<file path="config.mk">
export PLATFORM = sky130hd
export DESIGN_NAME = mme_mac
export DESIGN_NICKNAME = d
export VERILOG_FILES = /design/src/mme_pkg.sv /design/src/mme_mac.sv
export SDC_FILE = /design/constraint.sdc
export NUM_CORES = 2
export LEC_CHECK = 0
export ABC_AREA = 0
export BUFFER_PORTS_ARGS = -buffer_cell sky130_fd_sc_hd__buf_2
export CAP_MARGIN = 20
export CORE_ASPECT_RATIO = 1.75
export CORE_MARGIN = 4
export CORE_UTILIZATION = 40
export CTS_CLUSTER_SIZE = 40
export DETAILED_ROUTE_END_ITERATION = 7
export PLACE_DENSITY = 0.58
export RECOVER_POWER = 25
export SETUP_SLACK_MARGIN = 0.05
export SLEW_MARGIN = 20
export SYNTH_ARGS = -nofsm -noshare
export SYNTH_HDL_FRONTEND = slang
export SYNTH_SLANG_ARGS = --single-unit
</file>
<file path="constraint.sdc">
create_clock -name clk -period 4.15 [get_ports clk]
set_input_delay 0.415 -clock clk [delete_from_list [all_inputs] [get_ports clk]]
set_output_delay 0.415 -clock clk [all_outputs]
set_load 0.02 [all_outputs]
</file>
<file path="src/mme_pkg.sv">
// ----------------------------------------------------------------------------
// mme_pkg: shared types and constants of the matrix multiply engine
// Action codes, register indexes, the sequencer state type, the per-term tag
// that travels down the multiply-accumulate pipeline, and dimension clamping.
// ----------------------------------------------------------------------------
package mme_pkg;

	// default maximum matrix dimension (store is MAX_DIM x MAX_DIM)
	localparam int MAX_DIM_DEF = 8;

	// hard cap on the usable dimension, set by the 3-bit index fields
	localparam int DIM_LIMIT = 8;

	// width of a dimension register
	localparam int DIM_W = 4;

	// action codes of an input word
	localparam logic [1:0] ACT_LOAD_A  = 2'd0;
	localparam logic [1:0] ACT_LOAD_B  = 2'd1;
	localparam logic [1:0] ACT_COMPUTE = 2'd2;

	// configuration register indexes (byte address = 4 * index)
	localparam logic [1:0] REG_ROWS_A    = 2'd0;
	localparam logic [1:0] REG_INNER_DIM = 2'd1;
	localparam logic [1:0] REG_COLS_B    = 2'd2;

	// sequencer states
	typedef enum logic {
		SEQ_IDLE,
		SEQ_RUN
	} seq_state_t;

	// tag of one multiply-accumulate term
	typedef struct packed {
		logic       valid;  // term is live
		logic       first;  // first term of a result element
		logic       fin;    // final term of a result element
		logic       last;   // belongs to the final element of the matrix
		logic [2:0] row;
		logic [2:0] col;
	} mac_tag_t;

	// clamp a dimension register: zero acts as one, large values as the cap
	function automatic logic [DIM_W-1:0] eff_dim(input logic [DIM_W-1:0] v,
			input logic [DIM_W-1:0] cap);
		logic [DIM_W-1:0] r;
		r = v;
		if (v == '0) begin
			r = DIM_W'(1);
		end else if (v > cap) begin
			r = cap;
		end
		return r;
	endfunction

endpackage

</file>
<file path="src/mme_mac.sv">
// ----------------------------------------------------------------------------
// mme_mac: multiply-accumulate pipeline and result register
// Stage 1 aligns the term tag with the store read data, stage 2 multiplies,
// stage 3 accumulates in a wide register, and the output stage rounds to
// Q16.16 and saturates. The whole pipeline freezes while a result waits.
// ----------------------------------------------------------------------------
module mme_mac (
	input  logic              clk,
	input  logic              arst_n,
	input  logic              hold,
	input  mme_pkg::mac_tag_t tag,
	input  logic [31:0]       a_data,
	input  logic [31:0]       b_data,
	output logic              busy,
	output logic              out_valid,
	output logic [2:0]        out_row,
	output logic [2:0]        out_col,
	output logic [31:0]       product,
	output logic              last
);

	import mme_pkg::*;

	// sum of up to eight Q32.32 products
	localparam int ACC_W = 68;
	localparam int SH_W  = ACC_W - 16;

	mac_tag_t          tag_s1, tag_s2, tag_s3;
	logic signed [63:0] prod_s2;
	logic signed [ACC_W-1:0] acc_s3;
	logic              out_valid_q;
	logic [2:0]        out_row_q, out_col_q;
	logic [31:0]       product_q;
	logic              last_q;

	logic signed [ACC_W-1:0] rnd;
	logic signed [SH_W-1:0]  sh;
	logic [31:0]             sat;

	// control: term tags down the pipe and result valid
	always_ff @(posedge clk or negedge arst_n) begin
		if (!arst_n) begin
			tag_s1      <= '0;
			tag_s2      <= '0;
			tag_s3      <= '0;
			out_valid_q <= 1'b0;
		end else if (!hold) begin
			tag_s1      <= tag;
			tag_s2      <= tag_s1;
			tag_s3      <= '{valid: tag_s2.valid && tag_s2.fin, first: tag_s2.first,
				fin: tag_s2.fin, last: tag_s2.last, row: tag_s2.row, col: tag_s2.col};
			out_valid_q <= tag_s3.valid;
		end
	end

	// stage 2: multiply
	always_ff @(posedge clk) begin
		if (!hold) begin
			prod_s2 <= $signed(a_data) * $signed(b_data);
		end
	end

	// stage 3: accumulate, restarting on the first term of an element
	always_ff @(posedge clk) begin
		if (!hold) begin
			if (tag_s2.valid) begin
				if (tag_s2.first) begin
					acc_s3 <= ACC_W'(prod_s2);
				end else begin
					acc_s3 <= acc_s3 + ACC_W'(prod_s2);
				end
			end
		end
	end

	// round half up to Q16.16, then clamp to 32 bits
	always_comb begin
		rnd = acc_s3 + ACC_W'(32'h8000);
		sh  = rnd[ACC_W-1:16];
		if (sh > SH_W'(33'sh0_7FFF_FFFF)) begin
			sat = 32'h7FFF_FFFF;
		end else if (sh < -SH_W'(33'sh0_8000_0000)) begin
			sat = 32'h8000_0000;
		end else begin
			sat = sh[31:0];
		end
	end

	// result register
	always_ff @(posedge clk) begin
		if (!hold && tag_s3.valid) begin
			out_row_q <= tag_s3.row;
			out_col_q <= tag_s3.col;
			product_q <= sat;
			last_q    <= tag_s3.last;
		end
	end

	assign busy      = tag_s1.valid || tag_s2.valid || tag_s3.valid;
	assign out_valid = out_valid_q;
	assign out_row   = out_row_q;
	assign out_col   = out_col_q;
	assign product   = product_q;
	assign last      = last_q;

endmodule
</file>
==> impl_results.md <==
- Post-Synth Simple-Gate Area: 15.9%
- Post-synthesis xor/xnor area fraction: 3.01%
- Bufs on Longest Clock Path: 2
- Synthesized area: 48600 sq um
- Commonest cells post-synth: fa_1, inv_1, nand2_1, and2_1, ha_1
- # clock sinks: 200
- Remaining DRCs: 0
- Critical path class: in -> reg
- Top post-synthesis cells by area: fa_1, edfxtp_1, inv_1
- CP endpoint kind: flip-flop
- Syn_area_per_cell: 9.47 sq um
- Die extent in x: 271 um
- Die ar.: 127000 sq um
- 1st-pass router iterations: 6
- Routed Antenna Nets: 0
- Layout cells sized above 1: 21.5%
- Die span in y: 469 um
- Via density: 5.11
- Slew Limit Fails: 133
- #FFs+latches synth: 200
- Metal-1 WL: 46400 um
- Core area: 120000 sq um
- Crit path DAT: 7270 ps
- Final nets: 7013
- CP max FO: 5
- Cell repeated most along the worst path: fa_1
- First-pass GRT wire length: 232000 um
- Max cap viols: 3
- Worst path top cell family by delay: adder cells
- TritonCTS Buffers: 17
- Relative slew slack: -35.1%
- Gpl congestion: 0.945
- Netlist cell types: 79
- Predominant post-synthesis flop cell: edfxtp_1
- Met2 Routed Length: 82700 um
- Clock Skews: 27.8 ps
- Most used standard cell by instance count after synthesis: fa_1
- Mux share of post-synthesis cell area: 0.755%
- Total gr overflow: 0
- Least-Margin Pin Slew: 2030 ps
- DR top layer: met4
- Post-synthesis adder-cell area fraction: 51.1%
- Syn nets: 6542
- Asr flop ratio synth: 14.5%
- Number of synthesized flops with an enable pin: 171
- Req. time, crit path: 4380 ps
- F_max: 142 MHz
- Clock-pin slew on the worst setup and hold paths: 90 ps
- Violated checks: capacitance limit, slew limit, setup timing
- Initial core utilization: 40.4%
- Initial DRC Count: 1616
- Sequential fraction of the synthesis area: 12.1%
- Tcrit/Tclk final: 170%
- Met3 WL: 3350 um
- Pin count of the biggest net entering global routing: 70
- Area leader, netlist: fa_1
- Status: complete, but fails checks
- Fin worst setup slack: -2890 ps
- Site row count: 168
- Clk_lat worst skew: 470 ps
- Detailed placement HPWL: 126000 um
- Endpoints failing hold: 0
- # port buffers: 117
- RSZ-0062 raised after global routing: true
- CP Buf/Inv Count: 10
- Placed Cells: 7093
- Critical path's slowest cell: fa_2
- Compound-gate portion of the synthesized area: 7.05%
- Drt total wl: 147000 um
- Final min period: 7040 ps
- Synth warn: 0
- Setup violators final: 57
- Vias in the first global route: 42442
- Max incr delay on CP: 620 ps
- Synth top area share: 44.6%
- Min-Delay Path Class: in -> reg
- DR vias: 36964
- Setup TNS: -132700 ps
- Cells after Synth: 5130
- Largest family of logic cells by synthesized area: adder cells
- Total Routing Usage GR: 23.7%
- H-Tree Depth: 4
- TritonCTS clock tree: yes
- Startpoint Class: primary input
- Root Driver: clkbuf_16
- Synth-to-layout area growth: 21.0%
- WL per Instance: 20.4 um
- IO Count: 118
- Initial antenna violation count: 1
- Non-Filler Instances: 7231
area by class of cell:
| cell class | instances | area, sq um |
|---|---|---|
| Antenna cell | 2 | 5.00 |
| Multi-Input combinational cell | 3631 | 39900 |
| Inverter | 1046 | 3930 |
| Tap cell | 1615 | 2020 |
| Clock buffer | 17 | 425 |
| Timing Repair Buffer | 705 | 6500 |
| Fill cell | 11349 | 61500 |
| Sequential cell | 200 | 5860 |
| Clock inverter | 15 | 115 |
layer usage:
layer / track usage (%) / up-vias
li1: - / 16566
met1: 21.9 / 19039
met2: 47.4 / 870
met3: 1.76 / 489
met4: 18.2 / 0
met5: 0 / -
state kept, by name, indices dropped and copies added (netlist names):
| register | count |
|---|---|
| acc_s3 | 68 |
| prod_s2 | 64 |
| product | 32 |
| tag_s1 | 10 |
| tag_s2 | 10 |
| tag_s3 | 8 |
| out_col | 3 |
| out_row | 3 |
| last | 1 |
| out_valid | 1 |
cell families after synthesis:
| logic type | count (synthesis) |
|---|---|
| simple gates | 1546 |
| xor+xnor | 167 |
| fa+ha+maj | 1335 |
| flops | 200 |
| mux | 33 |
| buf+inv | 1299 |
| compound gates | 550 |
cell usage in the layout, fill, tap and decap left out, types with 55 or more instances in the layout:
master	n
buf_6	105
fa_1	986
fa_2	97
and2_1	472
o21ai_0	111
a21oi_1	108
xnor2_1	97
nor2_1	113
edfxtp_1	171
inv_1	990
ha_1	199
nand2_1	636
inv_2	55
buf_2	57
a21o_1	66
buf_4	457
stage by stage:
stage	area (sq um)	worst slack, ps	hold slack, ps	utilization [%]
floorplan	50100	-3500	119	-
global placement	55000	-3870	425	45.7
detailed placement	55000	-3840	436	45.7
CTS	57700	-2930	158	48.0
global route	58800	-3070	170	48.9
finish	58800	-2890	194	48.9
what timing repair did:
| action | 4_1_cts | 5_1_grt |
|---|---|---|
| gates resized for setup | 394 | 211 |
| buffers inserted | 71 | 42 |
| endpoints found under the hold margin | 29 | 0 |
| gates cloned | 7 | 2 |
| pin swaps | 200 | 165 |
| setup endpoints to repair | 57 | 60 |
| hold buffers | 1 | 0 |
path summary, 6_finish.rpt:
check,from,slack (ps),endpoint,cells past startpoint
min in group asynchronous,arst_n,880,tag_s3[0],2
hold reg to reg,tag_s3[4],450,out_row[1],0
max in group asynchronous,arst_n,2180,tag_s2[8],2
setup reg to reg,prod_s2[0],250,acc_s3[50],14
setup / recovery,a_data[14],-2890,prod_s2[56],28
hold / removal,tag[7],190,tag_s1[7],2
worst reg2reg max path: cells and delay by family (launching register included):
| family | cells | cell delay [ps] |
|---|---|---|
| AO/OA/AOI/OAI | 7 | 1910 |
| adder cells (fa/ha/maj) | 2 | 610 |
| flip-flops | 1 | 360 |
| buffers and inverters | 2 | 290 |
| AND/OR/NAND/NOR | 2 | 260 |
| multiplexers | 1 | 240 |
Power is left out: the tool's default activity adds up to more than one toggle a clock period on the data nets, which glitch-free logic cannot reach.
