$ cat src/mme_pkg.sv
// ----------------------------------------------------------------------------
// mme_pkg: shared types and constants of the matrix multiply engine
// Action codes, register indexes, the sequencer state type, the per-term tag
// that travels down the multiply-accumulate pipeline, and dimension clamping.
// ----------------------------------------------------------------------------
package mme_pkg;

	// default maximum matrix dimension (store is MAX_DIM x MAX_DIM)
	localparam int MAX_DIM_DEF = 8;

	// hard cap on the usable dimension, set by the 3-bit index fields
	localparam int DIM_LIMIT = 8;

	// width of a dimension register
	localparam int DIM_W = 4;

	// action codes of an input word
	localparam logic [1:0] ACT_LOAD_A  = 2'd0;
	localparam logic [1:0] ACT_LOAD_B  = 2'd1;
	localparam logic [1:0] ACT_COMPUTE = 2'd2;

	// configuration register indexes (byte address = 4 * index)
	localparam logic [1:0] REG_ROWS_A    = 2'd0;
	localparam logic [1:0] REG_INNER_DIM = 2'd1;
	localparam logic [1:0] REG_COLS_B    = 2'd2;

	// sequencer states
	typedef enum logic {
		SEQ_IDLE,
		SEQ_RUN
	} seq_state_t;

	// tag of one multiply-accumulate term
	typedef struct packed {
		logic       valid;  // term is live
		logic       first;  // first term of a result element
		logic       fin;    // final term of a result element
		logic       last;   // belongs to the final element of the matrix
		logic [2:0] row;
		logic [2:0] col;
	} mac_tag_t;

	// clamp a dimension register: zero acts as one, large values as the cap
	function automatic logic [DIM_W-1:0] eff_dim(input logic [DIM_W-1:0] v,
			input logic [DIM_W-1:0] cap);
		logic [DIM_W-1:0] r;
		r = v;
		if (v == '0) begin
			r = DIM_W'(1);
		end else if (v > cap) begin
			r = cap;
		end
		return r;
	endfunction

endpackage

$ cat src/mme_seq.sv
// ----------------------------------------------------------------------------
// mme_seq: compute sequencer
// Walks the result in row-major order and, for each element, the inner
// dimension, issuing one pair of store reads and one term tag per cycle unless held.
// ----------------------------------------------------------------------------
module mme_seq #(
	parameter int MAX_DIM = mme_pkg::MAX_DIM_DEF,
	parameter int AW      = 6
) (
	input  logic                     clk,
	input  logic                     arst_n,
	input  logic                     start,
	input  logic                     hold,
	input  logic [mme_pkg::DIM_W-1:0] dim_m,
	input  logic [mme_pkg::DIM_W-1:0] dim_n,
	input  logic [mme_pkg::DIM_W-1:0] dim_p,
	output logic                     busy,
	output logic                     rd_en,
	output logic [AW-1:0]            addr_a,
	output logic [AW-1:0]            addr_b,
	output mme_pkg::mac_tag_t        tag
);

	import mme_pkg::*;

	seq_state_t state_q, state_nxt;
	logic [2:0] i_q, k_q, j_q;
	logic       j_end, k_end, i_end;

	assign j_end = ({1'b0, j_q} == dim_n - DIM_W'(1));
	assign k_end = ({1'b0, k_q} == dim_p - DIM_W'(1));
	assign i_end = ({1'b0, i_q} == dim_m - DIM_W'(1));

	// next state
	always_comb begin
		state_nxt = state_q;
		case (state_q)
			SEQ_IDLE: begin
				if (start) state_nxt = SEQ_RUN;
			end
			SEQ_RUN: begin
				if (!hold && j_end && k_end && i_end) state_nxt = SEQ_IDLE;
			end
			default: state_nxt = SEQ_IDLE;
		endcase
	end

	// outputs
	always_comb begin
		busy      = 1'b0;
		rd_en     = 1'b0;
		tag       = '0;
		tag.first = (j_q == 3'd0);
		tag.fin   = j_end;
		tag.last  = k_end && i_end;
		tag.row   = i_q;
		tag.col   = k_q;
		case (state_q)
			SEQ_IDLE: begin
				busy = 1'b0;
			end
			SEQ_RUN: begin
				busy      = 1'b1;
				rd_en     = !hold;
				tag.valid = 1'b1;
			end
			default: busy = 1'b0;
		endcase
	end

	// A[i][j] and B[j][k]
	assign addr_a = AW'(i_q) * AW'(MAX_DIM) + AW'(j_q);
	assign addr_b = AW'(j_q) * AW'(MAX_DIM) + AW'(k_q);

	// state and loop counters
	always_ff @(posedge clk or negedge arst_n) begin
		if (!arst_n) begin
			state_q <= SEQ_IDLE;
			i_q     <= '0;
			k_q     <= '0;
			j_q     <= '0;
		end else begin
			state_q <= state_nxt;
			if (state_q == SEQ_IDLE) begin
				i_q <= '0;
				k_q <= '0;
				j_q <= '0;
			end else if (!hold) begin
				if (!j_end) begin
					j_q <= j_q + 3'd1;
				end else begin
					j_q <= '0;
					if (!k_end) begin
						k_q <= k_q + 3'd1;
					end else begin
						k_q <= '0;
						i_q <= i_q + 3'd1;
					end
				end
			end
		end
	end

endmodule

$ cat config.mk
export PLATFORM = sky130hd
export DESIGN_NAME = mme_seq
export DESIGN_NICKNAME = d
export VERILOG_FILES = /design/src/mme_pkg.sv /design/src/mme_seq.sv
export SDC_FILE = /design/constraint.sdc
export NUM_CORES = 1
export LEC_CHECK = 0
export ABC_AREA = 1
export BUFFER_PORTS_ARGS = -buffer_cell sky130_fd_sc_hd__buf_4
export CAP_MARGIN = 25
export CELL_PAD_IN_SITES_DETAIL_PLACEMENT = 1
export CELL_PAD_IN_SITES_GLOBAL_PLACEMENT = 2
export CORE_ASPECT_RATIO = 1.4
export CORE_MARGIN = 3
export CORE_UTILIZATION = 26
export CTS_CLUSTER_SIZE = 25
export DETAILED_ROUTE_END_ITERATION = 10
export GPL_TIMING_DRIVEN = 0
export PLACE_DENSITY_LB_ADDON = 0.3
export RECOVER_POWER = 100
export SKIP_LAST_GASP = 1
export SLEW_MARGIN = 0
export SYNTH_ARGS = -nofsm -noshare
export SYNTH_HDL_FRONTEND = slang
export SYNTH_SLANG_ARGS = --single-unit
export TNS_END_PERCENT = 1
$ cat constraint.sdc
create_clock -name clk -period 2.7 [get_ports clk]
set_input_delay 0.54 -clock clk [delete_from_list [all_inputs] [get_ports clk]]
set_output_delay 0.54 -clock clk [all_outputs]
set_load 0.05 [all_outputs]
==> metrics.cfg, run 1 <==
[outcome]
status=finished clean

[synthesis]
synth_edf_count=0
synth_top_area_share_pct=25.8
yosysSeqAreaShare_pct=25.8
ys_seq_elements=10
yosysMostFrequentCell=nand2_1
syn_inst=140
synth.area.top_cells=dfrtp_1 26%, nand2_1 16%, ha_1 9.0%
synth_nets=163
ys.flop_type=dfrtp_1
yosys_warnings=0
ys_types=19
syn_avg_cell_area_sq_um=6.93
synth.top_cells.by_count=41 x nand2_1, 22 x inv_1, 11 x buf_4, 11 x nand3_1, 10 x dfrtp_1
netlist_area_sq_um=970
synth_async_sr_flop_share_pct=100
yosys.area.top_type=dfrtp_1

[sta]
fin_setup_tns_ns=0
slew_violations=0
fmax_ghz=0.416
fin_worst_skew_ns=0.00230
setup_viol=0
fin_crit_ns=2.40
hold_viol=0
max_slew.worst_pin.slew_ns=0.613
rsz0062_at_grt=false
timing.final.crit_share_pct=88.9
maxSlewHeadroom_pct=59.3

[setup_path]
crit_required_ns=2.16
critPathLaunch=dim_n[0]
r2r_start=j_q[0]$_DFFE_PN0P_
crit_path_start_kind=primary input
critical_path_peak_fanout=6
cp-end-kind=output port
crit_type=in -> out
arrival_ns=1.86

[run]
maxCapViolations=0

[clock_tree]
insertion_delay_ns=0.24
clkTransAtPathRegs_ns=0.05
cts_tree=built
h-tree-depth=1
cts_resized=0
numCtsBuffers=3
holdBufCountCts=0
post_cts_buffers=0
clockRootBuffer=clkbuf_8
clock-sinks=10
max-clock-path-buffers=2

[routing]
totalWireLength_um=2440
drtAntennaViolNets=0
vias_per_cell=4.45
drc_errors=0
via_count=988
dr.pass1.iters=4
avgRoutedWirePerCell_um=11.0
drt_iter0_drc=15

[placed_design]
io_buffers=39
place_hpwl_um=2150
place_congestion=0.729
dp.cells=219

[die]
die_y_um=78.3
io_pins=40
core_sq_mm=0.00347
initial_core_util_pct=27.9
rows=25
die_w_um=57.6
die-area_sq_mm=0.00451

[power_and_ir_drop]
leakage_nw=0.729
ir_drop_mv=0.461
power_density_mw_per_mm2=881

[layout]
drive_gt1_share_pct=19.8
area_growth_pct=28.9
nets=207
diodes=0
fin_cells=222

[min_path]
worstHoldPathType=in -> async

[global_route]
grt_pass1_wl_um=4470
grt_pass1_vias=1068
grt_start_max_net_pins=11
antenna_found_initial=0
grt_overflow_total=0
grt_usage_pct=12.3

-- placed cells by master, fill, tap and decap left out, drive strengths merged, types with 3 or more instances in the layout --
cell type,Yosys,final
nand4,4,4
buf,11,26
nand2,44,44
nor2,10,10
inv,25,25
xor2,8,8
o21ai,3,3
nand3,12,12
nand3b,3,3
dfrtp,10,10
ha,7,7
clkbuf,1,28
-- area by class of cell --
type	count	area [sq um]
fill	462	2220
multi-input combinational	93	522
sequential	10	250
timing repair buffer	39	206
inverter	25	93.8
buffer	12	86.3
tap	40	50.0
clock buffer	3	41.3
-- power breakdown --
group	leakage [nW]	internal, mW	switching, mW	total (mW)
Clock	0.0216	0.0976	0.0583	0.156
Combinational	0.581	0.185	0.505	0.691
Sequential	0.126	0.191	0.0642	0.255
-- metal layers --
layer | global-route usage [%] | part of all wire (%) | vias to the layer above
li1 | - | - | 504
met1 | 12.8 | 37 | 453
met2 | 23.5 | 56 | 26
met3 | 0.658 | 4.5 | 5
met4 | 6.96 | 2.9 | 0
met5 | 0 | 0 | -
-- state kept, by name (all words and copies together) (netlist names) --
register  cells
j_q           3
state_q       1
k_q           3
i_q           3
-- final timing paths --
path | depth (start not counted) | endpoint | slack, ns
worst min register to register | 2 | k_q[1]$_DFFE_PN0P_ | 0.58
worst max register to register | 8 | k_q[0]$_DFFE_PN0P_ | 1.09
min in group clk | 3 | state_q$_DFF_PN0_ | 0.54
worst min-delay path | 1 | state_q$_DFF_PN0_ | 0.28
max in group asynchronous | 1 | k_q[2]$_DFFE_PN0P_ | 2.04
worst max-delay path | 11 | tag[7] | 0.30
-- critical path: stages --
cell and delay, ns:
clkbuf_4 0.11, inv_1 0.07, ha_1 0.30, inv_1 0.04, nand2_1 0.05, nand2_1 0.04
nor2_1 0.22, nand3_4 0.14, inv_1 0.07, buf_4 0.09, buf_4 0.18
-- metrics by stage --
step | area [sq um] | util, % | setup slack, ns | hold slack (ns) | total power [mW]
floorplan | 970 | - | 0.477 | 0.244 | 0.826
global route | 1250 | 36.0 | 0.163 | 0.326 | 1.19
detailed placement | 1310 | 37.8 | 0.314 | 0.380 | 1.05
CTS | 1350 | 39.0 | 0.312 | 0.127 | 1.22
global placement | 1310 | 37.8 | 0.339 | 0.380 | 1.04
finish | 1250 | 36.0 | 0.299 | 0.275 | 1.10
-- cells by family after synthesis --
logic type      count (synthesis)  synth area share [%]
buf+inv                        37                  18.6
xor+xnor                        9                  8.13
compound gates                  4                  2.06
fa+ha+maj                       7                  9.03
flops                          10                  25.8
simple gates                   73                  36.4
Note: power is estimated with default switching activity, not from simulation.
==> run 2: changes to the inputs <==
Settings changed: CTS_BUF_LIST from default to sky130_fd_sc_hd__clkbuf_16.
==> metrics.cfg, run 2 (synthesized netlist as in run 1, its figures left out) <==
[routing]
dr.pass1.iters=4  ; unchanged
drt_iter0_drc=12  ; -3
avgRoutedWirePerCell_um=11.1  ; +0.57%
drtAntennaViolNets=0  ; unchanged
totalWireLength_um=2460  ; +0.57%
vias_per_cell=4.49  ; +0.81%
via_count=996  ; +0.81%
drc_errors=0  ; unchanged

[layout]
layout.area.seq_sq_um=250  ; unchanged
final_cell_mix=42 x nand2_1, 26 x buf_4, 24 x clkbuf_1
diodes=0  ; unchanged
drive_gt1_share_pct=19.8  ; unchanged
nets=207  ; unchanged
final_common_cell=nand2_1
nFillCells=453  ; -1.9%
area_growth_pct=32.4
multi_input_area_sq_um=522  ; unchanged
top_regs=i_q x3, j_q x3, k_q x3

[placed_design]
place_congestion=0.729  ; unchanged
place_hpwl_um=2150  ; unchanged
io_buffers=39  ; unchanged
pre_cts_slack_ns=0.314  ; unchanged

[outcome]
status=finished clean

[clock_tree]
insertion_delay_ns=0.23  ; about the same
max-clock-path-buffers=2  ; unchanged
clkTransAtPathRegs_ns=0.04  ; about the same
holdBufCountCts=0  ; unchanged
clock-sinks=10  ; unchanged
cts_tree=built
post_cts_buffers=0  ; unchanged
clockRootBuffer=clkbuf_16
h-tree-depth=1  ; unchanged
numCtsBuffers=3  ; unchanged
cts_resized=0  ; unchanged

[power_and_ir_drop]
swShare_pct=52.8  ; -4.2 points
seq_power_share_pct=21.2  ; -2.0 points
comb_power_share_pct=57.5  ; -5.2 points
power_frac_clock_pct=21.3  ; +7.2 points
power.total_mw=1.20  ; +9.1%
intPower_mw=0.568  ; +20%
leakage_nw=0.744  ; +2.1%
power_density_mw_per_mm2=937  ; +6.2%
p_sw_mw=0.634  ; +1.0%
ir_drop_mv=0.428  ; -7.1%

[setup_path]
crit_path_start_kind=primary input
cp_slowest_cell=ha_1
cp_top_family=buffers and inverters
crit_required_ns=2.16  ; about the same
path_cells=clkbuf_4, inv_1, ha_1, inv_1, nand2_1, nand2_1, nor2_1, nand3_4, inv_1, buf_4, buf_4
ff2ff_path_depth=8  ; unchanged
cp-end-kind=output port
crit_type=in -> out
critPathLaunch=dim_n[0]
critPathMaxStageDelay_ns=0.30  ; about the same
arrival_ns=1.86  ; about the same
path_depth=11  ; unchanged
crit_path_end=tag[7]
r2r_slack_ns=1.10  ; about the same
r2r_start=j_q[0]$_DFFE_PN0P_
critical_path_peak_fanout=6  ; unchanged
reg2reg_to=k_q[0]$_DFFE_PN0P_
crit_buf_inv=6  ; unchanged
crit_top_cell=inv_1

[global_route]
grt_pass1_vias=1066  ; -0.19%
grt_overflow_total=0  ; unchanged
grt_usage_pct=12.3  ; -0.029 points
grt_start_max_net_pins=11  ; unchanged
antenna_found_initial=0  ; unchanged
grt_pass1_wl_um=4480  ; +0.16%

[die]
die_w_um=57.6  ; unchanged
initial_core_util_pct=27.9  ; unchanged
die_y_um=78.3  ; unchanged
io_pins=40  ; unchanged
die-area_sq_mm=0.00451  ; unchanged
rows=25  ; unchanged
core_sq_mm=0.00347  ; unchanged

[sta]
timing.final.crit_share_pct=89.0  ; about the same
setup_viol=0  ; unchanged
fin_crit_ns=2.40  ; +0.000551 ns
max_slew.worst_pin.slew_ns=0.613  ; unchanged
rsz0062_at_grt=false
maxSlewHeadroom_pct=59.3  ; unchanged
slew_violations=0  ; unchanged
fmax_ghz=0.416  ; about the same
hold_viol=0  ; unchanged
fin_worst_skew_ns=0.000744  ; -0.00156 ns
fin_setup_tns_ns=0  ; unchanged
setup_slack_ns=0.298  ; -0.000551 ns

[min_path]
worstHoldPathType=in -> async

[run]
maxCapViolations=0  ; unchanged

[run 2: cell type report]
type / instances / share of cell area (%)
Multi-Input combinational cell: 93 / 40.6
Sequential cell: 10 / 19.5
Timing Repair Buffer: 39 / 16.1
Inverter: 25 / 7.31
Buffer: 12 / 6.73
Clock buffer: 3 / 5.85
Tap cell: 40 / 3.90
[run 2: power by group through the flow]
stage	clock [mW]	sequential, mW	combinational [mW]
detailed placement	0	0.261	0.793
finish	0.256	0.255	0.691
global placement	0	0.259	0.782
floorplan	0	0.388	0.438
CTS	0.264	0.260	0.796
global route	0.272	0.269	0.750
[run 2: per-layer routing]
metal,vias to the layer above,share of wire (%),wire (um),GRT usage [%]
li1,505,-,-,-
met1,466,38,923,13.0
met2,23,57,1400,23.3
met3,2,4.5,111,2.14
met4,0,0.69,17,4.87
met5,-,0,0,0
[run 2: how the worst min path moves through the flow]
stage	start	to	slack, ns	cells after the start
after floorplan	arst_n	i_q[0]$_DFFE_PN0P_	0.24	0
after global placement	arst_n	j_q[0]$_DFFE_PN0P_	0.38	1
after detailed placement	arst_n	k_q[0]$_DFFE_PN0P_	0.38	1
after CTS	arst_n	k_q[0]$_DFFE_PN0P_	0.13	1
after global routing	arst_n	j_q[2]$_DFFE_PN0P_	0.33	1
final	arst_n	k_q[0]$_DFFE_PN0P_	0.29	1
[run 2: through the flow]
step                cell area [sq um]  hold WS (ns)  std cells  util [%]
CTS                              1390         0.132        222      40.0
floorplan                         970         0.244        140         -
finish                           1280         0.288        222      37.0
detailed placement               1310         0.380        219      37.8
global route                     1280         0.331        222      37.0
global placement                 1310         0.380        219      37.8
[run 2: worst reg2reg max path, cell delays in order, from the launching register on]
cell	delay [ns]
dfrtp_1	0.41
inv_2	0.08
nand2_2	0.05
nand2_1	0.04
nor2_1	0.23
nand3_4	0.14
nor2_1	0.30
nand2_1	0.10
o21ai_0	0.16
